`src/hdl/u16dec_pkg.sv`:
```
// ----------------------------------------------------------------------------
// u16dec_pkg
// Shared types, constants and the decimal digit step for the 16-bit
// binary to decimal ASCII converter.
// ----------------------------------------------------------------------------
`default_nettype none

package u16dec_pkg;

	localparam int unsigned DIGITS_MAX = 5;
	localparam int unsigned IDX_W      = $clog2(DIGITS_MAX);

	localparam logic [5:0]  ASCII_ZERO = 6'h30;

	localparam logic [15:0] W_10000 = 16'd10000;
	localparam logic [15:0] W_1000  = 16'd1000;
	localparam logic [15:0] W_100   = 16'd100;
	localparam logic [15:0] W_10    = 16'd10;

	localparam logic [IDX_W-1:0] IDX_LAST = IDX_W'(DIGITS_MAX - 1);

	typedef logic [3:0] digit_t;

	typedef struct packed {
		digit_t      digit;
		logic [15:0] rest;
	} dstep_t;

	// One decimal place: parallel compares against 1..9 times the weight.
	// The caller guarantees rest < 10 * weight (or weight is the top place).
	function automatic dstep_t dec_step(input logic [15:0] rest, input logic [15:0] weight);
		dstep_t      r;
		logic [19:0] prod;
		r.digit = '0;
		r.rest  = rest;
		for (int k = 1; k <= 9; k++) begin
			prod = 20'(k) * {4'b0000, weight};
			if ({4'b0000, rest} >= prod) begin
				r.digit = 4'(k);
				r.rest  = rest - prod[15:0];
			end
		end
		return r;
	endfunction

endpackage

`default_nettype wire

```
`src/hdl/u16_to_decimal_ascii_core.sv`:
```
// ----------------------------------------------------------------------------
// u16_to_decimal_ascii_core
// Unsigned 16-bit value to decimal ASCII characters, one character per
// output request, most significant digit first.
// ----------------------------------------------------------------------------
// A value enters each cycle the front of the pipe has room. Digits are peeled
// off one decimal place per stage (ten-thousands, thousands, hundreds, then
// tens and units together), four stages deep, and the result lands in an
// output stage that sends one character per cycle while char_stall is low.
// A value has 1 to 5 characters in suppress mode, 5 in padded mode, so the
// sustained input rate is set by the character count of each value. A value
// waiting in stage 4 loads into the output stage in the same cycle the
// last character is taken, so no gap. The user writes pad_mode through the
// cfg channel (always ready) only when idle; the block does not enforce it.
`default_nettype none

module u16_to_decimal_ascii_core (
	input  wire logic                   clk,
	input  wire logic                   arst_n,
	// configuration
	input  wire logic                   cfg_valid,
	output logic                        cfg_ready,
	input  wire logic                   cfg_data,
	// value requests
	input  wire logic                   value_valid,
	output logic                        value_stall,
	input  wire logic [15:0]            value,
	// character requests
	output logic                        char_valid,
	input  wire logic                   char_stall,
	output logic [5:0]                  ascii_char,
	output logic                        is_last,
	output logic [2:0]                  char_count
);

	import u16dec_pkg::*;

	logic pad_q;

	// pipeline
	logic        vld_s1, vld_s2, vld_s3, vld_s4;
	logic        pad_s1, pad_s2, pad_s3, pad_s4;
	logic [15:0] val_s1;
	logic [13:0] rest_s2;
	logic [9:0]  rest_s3;
	logic [6:0]  rest_s4;
	digit_t      d0_s2, d0_s3, d0_s4;
	digit_t      d1_s3, d1_s4;
	digit_t      d2_s4;

	// output stage
	logic             vld_q;
	digit_t           dig_q [DIGITS_MAX];
	logic [IDX_W-1:0] idx_q;
	logic [2:0]       cnt_q;

	logic rdy_s1, rdy_s2, rdy_s3, rdy_s4, ld_ok;

	dstep_t st2, st3, st4, st5;
	digit_t dig_n [DIGITS_MAX];
	logic [IDX_W-1:0] first_n;

	assign cfg_ready = 1'b1;

	always_ff @(posedge clk or negedge arst_n) begin
		if (!arst_n) begin
			pad_q <= 1'b0;
		end else if (cfg_valid) begin
			pad_q <= cfg_data;
		end
	end

	// output stage takes a new value when empty or when its last char goes
	assign ld_ok  = !vld_q || (!char_stall && (idx_q == IDX_LAST));
	assign rdy_s4 = !vld_s4 || ld_ok;
	assign rdy_s3 = !vld_s3 || rdy_s4;
	assign rdy_s2 = !vld_s2 || rdy_s3;
	assign rdy_s1 = !vld_s1 || rdy_s2;

	assign value_stall = !rdy_s1;

	always_comb begin
		st2 = dec_step(val_s1, W_10000);
		st3 = dec_step({2'b00, rest_s2}, W_1000);
		st4 = dec_step({6'b000000, rest_s3}, W_100);
		st5 = dec_step({9'b000000000, rest_s4}, W_10);
	end

	always_comb begin
		dig_n[0] = d0_s4;
		dig_n[1] = d1_s4;
		dig_n[2] = d2_s4;
		dig_n[3] = st5.digit;
		dig_n[4] = st5.rest[3:0];
		// units digit is always kept
		if (pad_s4 || (dig_n[0] != '0))
			first_n = IDX_W'(0);
		else if (dig_n[1] != '0)
			first_n = IDX_W'(1);
		else if (dig_n[2] != '0)
			first_n = IDX_W'(2);
		else if (dig_n[3] != '0)
			first_n = IDX_W'(3);
		else
			first_n = IDX_LAST;
	end

	always_ff @(posedge clk or negedge arst_n) begin
		if (!arst_n) begin
			vld_s1 <= 1'b0;
			vld_s2 <= 1'b0;
			vld_s3 <= 1'b0;
			vld_s4 <= 1'b0;
			vld_q  <= 1'b0;
			idx_q  <= '0;
		end else begin
			if (rdy_s1) vld_s1 <= value_valid;
			if (rdy_s2) vld_s2 <= vld_s1;
			if (rdy_s3) vld_s3 <= vld_s2;
			if (rdy_s4) vld_s4 <= vld_s3;
			if (ld_ok) begin
				vld_q <= vld_s4;
				idx_q <= first_n;
			end else if (!char_stall) begin
				idx_q <= idx_q + IDX_W'(1);
			end
		end
	end

	always_ff @(posedge clk) begin
		if (rdy_s1) begin
			val_s1 <= value;
			pad_s1 <= pad_q;
		end
		if (rdy_s2) begin
			rest_s2 <= st2.rest[13:0];
			d0_s2   <= st2.digit;
			pad_s2  <= pad_s1;
		end
		if (rdy_s3) begin
			rest_s3 <= st3.rest[9:0];
			d0_s3   <= d0_s2;
			d1_s3   <= st3.digit;
			pad_s3  <= pad_s2;
		end
		if (rdy_s4) begin
			rest_s4 <= st4.rest[6:0];
			d0_s4   <= d0_s3;
			d1_s4   <= d1_s3;
			d2_s4   <= st4.digit;
			pad_s4  <= pad_s3;
		end
		if (ld_ok) begin
			for (int i = 0; i < DIGITS_MAX; i++)
				dig_q[i] <= dig_n[i];
			cnt_q <= 3'(DIGITS_MAX) - 3'(first_n);
		end
	end

	assign char_valid = vld_q;
	assign ascii_char = ASCII_ZERO + {2'b00, dig_q[idx_q]};
	assign is_last    = (idx_q == IDX_LAST);
	assign char_count = cnt_q;

endmodule

`default_nettype wire

```
`config.mk`:
```
export PLATFORM = sky130hd
export DESIGN_NAME = u16_to_decimal_ascii_core
export DESIGN_NICKNAME = d
export VERILOG_FILES = /design/src/hdl/u16dec_pkg.sv /design/src/hdl/u16_to_decimal_ascii_core.sv
export SDC_FILE = /design/constraint.sdc
export NUM_CORES = 1
export LEC_CHECK = 0
export ABC_CLOCK_PERIOD_IN_PS = 3500
export BUFFER_PORTS_ARGS = -buffer_cell sky130_fd_sc_hd__buf_2
export CORE_MARGIN = 2
export CORE_UTILIZATION = 55
export CTS_CLUSTER_DIAMETER = 150
export CTS_CLUSTER_SIZE = 12
export DETAILED_ROUTE_END_ITERATION = 8
export PLACE_DENSITY = 0.78
export RECOVER_POWER = 50
export SETUP_SLACK_MARGIN = 0.5
export SLEW_MARGIN = 20
export SYNTH_ARGS = -nofsm -noshare
export SYNTH_HDL_FRONTEND = slang
export SYNTH_SLANG_ARGS = --single-unit
```
`constraint.sdc`:
```
create_clock -name clk -period 3.5 [get_ports clk]
set_input_delay 0.7 -clock clk [delete_from_list [all_inputs] [get_ports clk]]
set_output_delay 0.7 -clock clk [all_outputs]
set_load 0.02 [all_outputs]
```
==> reports/qor.yml <==
status: "finished clean"
synthFlopType: "edfxtp_1"
fp.dieH_microns: 123
synth_top_family_by_area: "compound AO/OA/AOI/OAI gates"
fin_ws_ns: 0.532
muxShareOfSynthArea: 0.0250
grt_use_total: 0.280
dieArea_sq_um: 15100
htreeDepth: 3
finalSetupTns_ns: 0
drv_slew: 0
p_per_area_nw_per_um2: 467
area_growth_syn_to_layout_pct: 11.8
synthAdderAreaFrac: 0.0915
vias: 7137
clk_latency_ns: 0.35
numCtsBuffers: 9
synth_cells: 829
root_buffer: "clkbuf_16"
antenna_found_initial: 0
dp_hpwl_microns: 15400
drc_errors: 0
globalRouteOverflowTotal: 0
hold_path.class: "primary input to async pin"
initial_core_util: 0.562
synth_xor_area_frac: 0.0270
grt_max_degree: 24
relSlewSlack: 0.313
clock_skew_ns: 0.0118
final_nets: 949
clockBufferDepth: 2
place_congestion: 1.05
synthArstFlopShare: 0.0874
reg2reg_to: "rest_s4[6]"
final_area_sq_um: 8720
portBuffers: 31
dpl.cell_count: 1023
yosys.area.top_type_share: 0.362
dr.pass1.iters: 8
via_per_inst: 6.76
utilization: 0.628
r2r_cells: 9
synth-compound-area-share: 0.251
layout_commonest_cell: "edfxtp_1"
max-cap-violations: 0
path_class: "register to register"
required_ns: 3.68
ir_drop_mv: 0.416
ios: 35
place_ws_ns: 0.330
avgRoutedWirePerCell_microns: 20.5
layout_common_cells: "edfxtp_1 (94), nand2_1 (81), ha_1 (56), a21oi_1 (53), nor2_1 (50)"
chipWidth_microns: 123
fin_crit_sh: 0.848
yosys_warnings: 0
grt_pass1_wl_microns: 33300
critPathMaxFanout: 8
reg2reg_from: "rest_s3[3]"
synth-seq-area-share: 0.391
synthTopCellsByArea: "edfxtp_1 (36%), ha_1 (9.1%), nand2_1 (3.9%), a21oi_1 (3.6%), dfrtp_1 (2.9%)"
hold_violations: 0
antenna_cells: 0
postRouteAntennaNets: 0
place_area_sq_um: 8220
cts_tree: "done"
yosysTopAreaCell: "edfxtp_1"
worst_slew_pin_slew_ns: 1.03
rsz0062_at_grt: "true"
yosys.area_share.simple: 0.169
drive_above_1_share: 0.151
synth-seq-cells: 103
period_minus_slack_ns: 2.97
p_leak_nw: 3.29
drtIter0Drc: 1142
clk_pin_slew_ns: 0.08
final.fill_count: 1167
syn_area_sq_um: 7790
setup_viol: 0
synth-edff-count: 94
first_global_vias: 6469
end_kind: "register"
critPathLaunchType: "register"
drt_wl_total_microns: 21600
cp.arrival_ns: 3.15
core_area_sq_um: 13900
max_freq_ghz: 0.337
row_count: 43
instances_no_fill: 1055
avgSynthCellArea_sq_um: 9.40
synth_cell_types: 83
reg2reg_slack_ns: 0.53
numClockSinks: 103
kinds of logic after synthesis:
family	Yosys count
mux	15
fa+ha+maj	57
flops	103
buf+inv	88
other cells	1
compound gates	281
xor+xnor	24
simple gates	260
registers in the layout, indices dropped and copies added (netlist names), 3 cells and up:
name        cells
rest_s4         7
idx_q           3
rest_s3        10
val_s1         16
d0_s2           3
rest_s2        14
char_count      3
d0_s3           3
d1_s4           4
dig_q          19
d2_s4           4
d1_s3           4
d0_s4           3
routing by layer:
layer  wire [microns]  GRT usage  part of all wire  up-vias
li1                 -          -                 -     3272
met1             9080      0.387              0.42     3346
met2            10200      0.458              0.47      448
met3             1770     0.0424             0.082       71
met4              506     0.0810             0.023        0
met5                0          0                 0        -
worst max-delay path: stages (launching register included):
cell and delay (ns):
edfxtp_1 0.48, inv_1 0.31, ha_1 0.20, nor3b_1 0.45
a311o_1 0.31, o21bai_1 0.12, o21ai_0 0.25, a221oi_2 0.11
mux2_2 0.31, a211oi_2 0.25
metrics by stage:
| step | total power, mW | hold slack, ns |
|---|---|---|
| after floorplan | 2.58 | 0.400 |
| after global placement | 2.95 | 0.402 |
| after detailed placement | 2.97 | 0.407 |
| after CTS | 4.04 | 0.177 |
| after global routing | 4.25 | 0.315 |
| final | 4.07 | 0.275 |
cell usage after synthesis (5+ instances only):
cell,instances
o21ai_0,44
nor3b_1,7
o32ai_1,5
nor4_1,10
nand3_1,21
a2111oi_0,5
ha_1,57
nor2b_1,7
xnor2_1,22
a21o_1,12
nor2_1,50
and2_1,7
clkbuf_1,43
a311oi_1,6
mux2_2,6
edfxtp_1,94
a31oi_1,24
or2_2,5
o21a_1,7
o221ai_1,5
a221oi_1,6
inv_1,37
nand4_1,10
a211o_1,5
dfrtp_1,9
o211ai_1,12
nand2_1,81
nor3_1,14
a21oi_1,56
o311ai_0,6
a31o_2,7
nand2b_1,13
o22ai_1,10
mux2i_1,6
a211oi_1,8
and3_1,12
power by group:
part	switching [mW]	internal [mW]	total [mW]
Sequential	0.156	1.52	1.68
Clock	0.489	0.564	1.05
Combinational	0.805	0.539	1.34
Total	1.45	2.62	4.07
how the worst max path moves through the flow:
stage                     from    endpoint  slack (ns)  cells past startpoint
detailed placement  rest_s2[6]  rest_s3[8]        0.33                      8
global placement    rest_s2[6]  rest_s3[8]        0.36                      8
global route        rest_s3[3]  rest_s4[4]        0.36                     10
CTS                 rest_s3[4]  rest_s4[6]        0.53                      9
floorplan           rest_s2[5]  rest_s3[8]        0.47                     11
finish              rest_s3[3]  rest_s4[6]        0.53                      9
layout make-up:
cell class | count | area (sq um) | area share
multi-input cells | 640 | 4490 | 0.515
flip-flops and latches | 103 | 3050 | 0.350
repair buffers | 78 | 497 | 0.0570
clock buffers | 11 | 264 | 0.0303
well taps | 180 | 225 | 0.0258
inverters | 38 | 143 | 0.0164
clock inverters | 5 | 53.8 | 0.00617
repair_timing:
item	in CTS	in global routing
resized for setup	3	18
hold buffers	0	0
endpoints found under the setup margin	6	15
setup buffers	11	5
hold endpoints to repair	0	0
(Power assumes the default switching activity.)
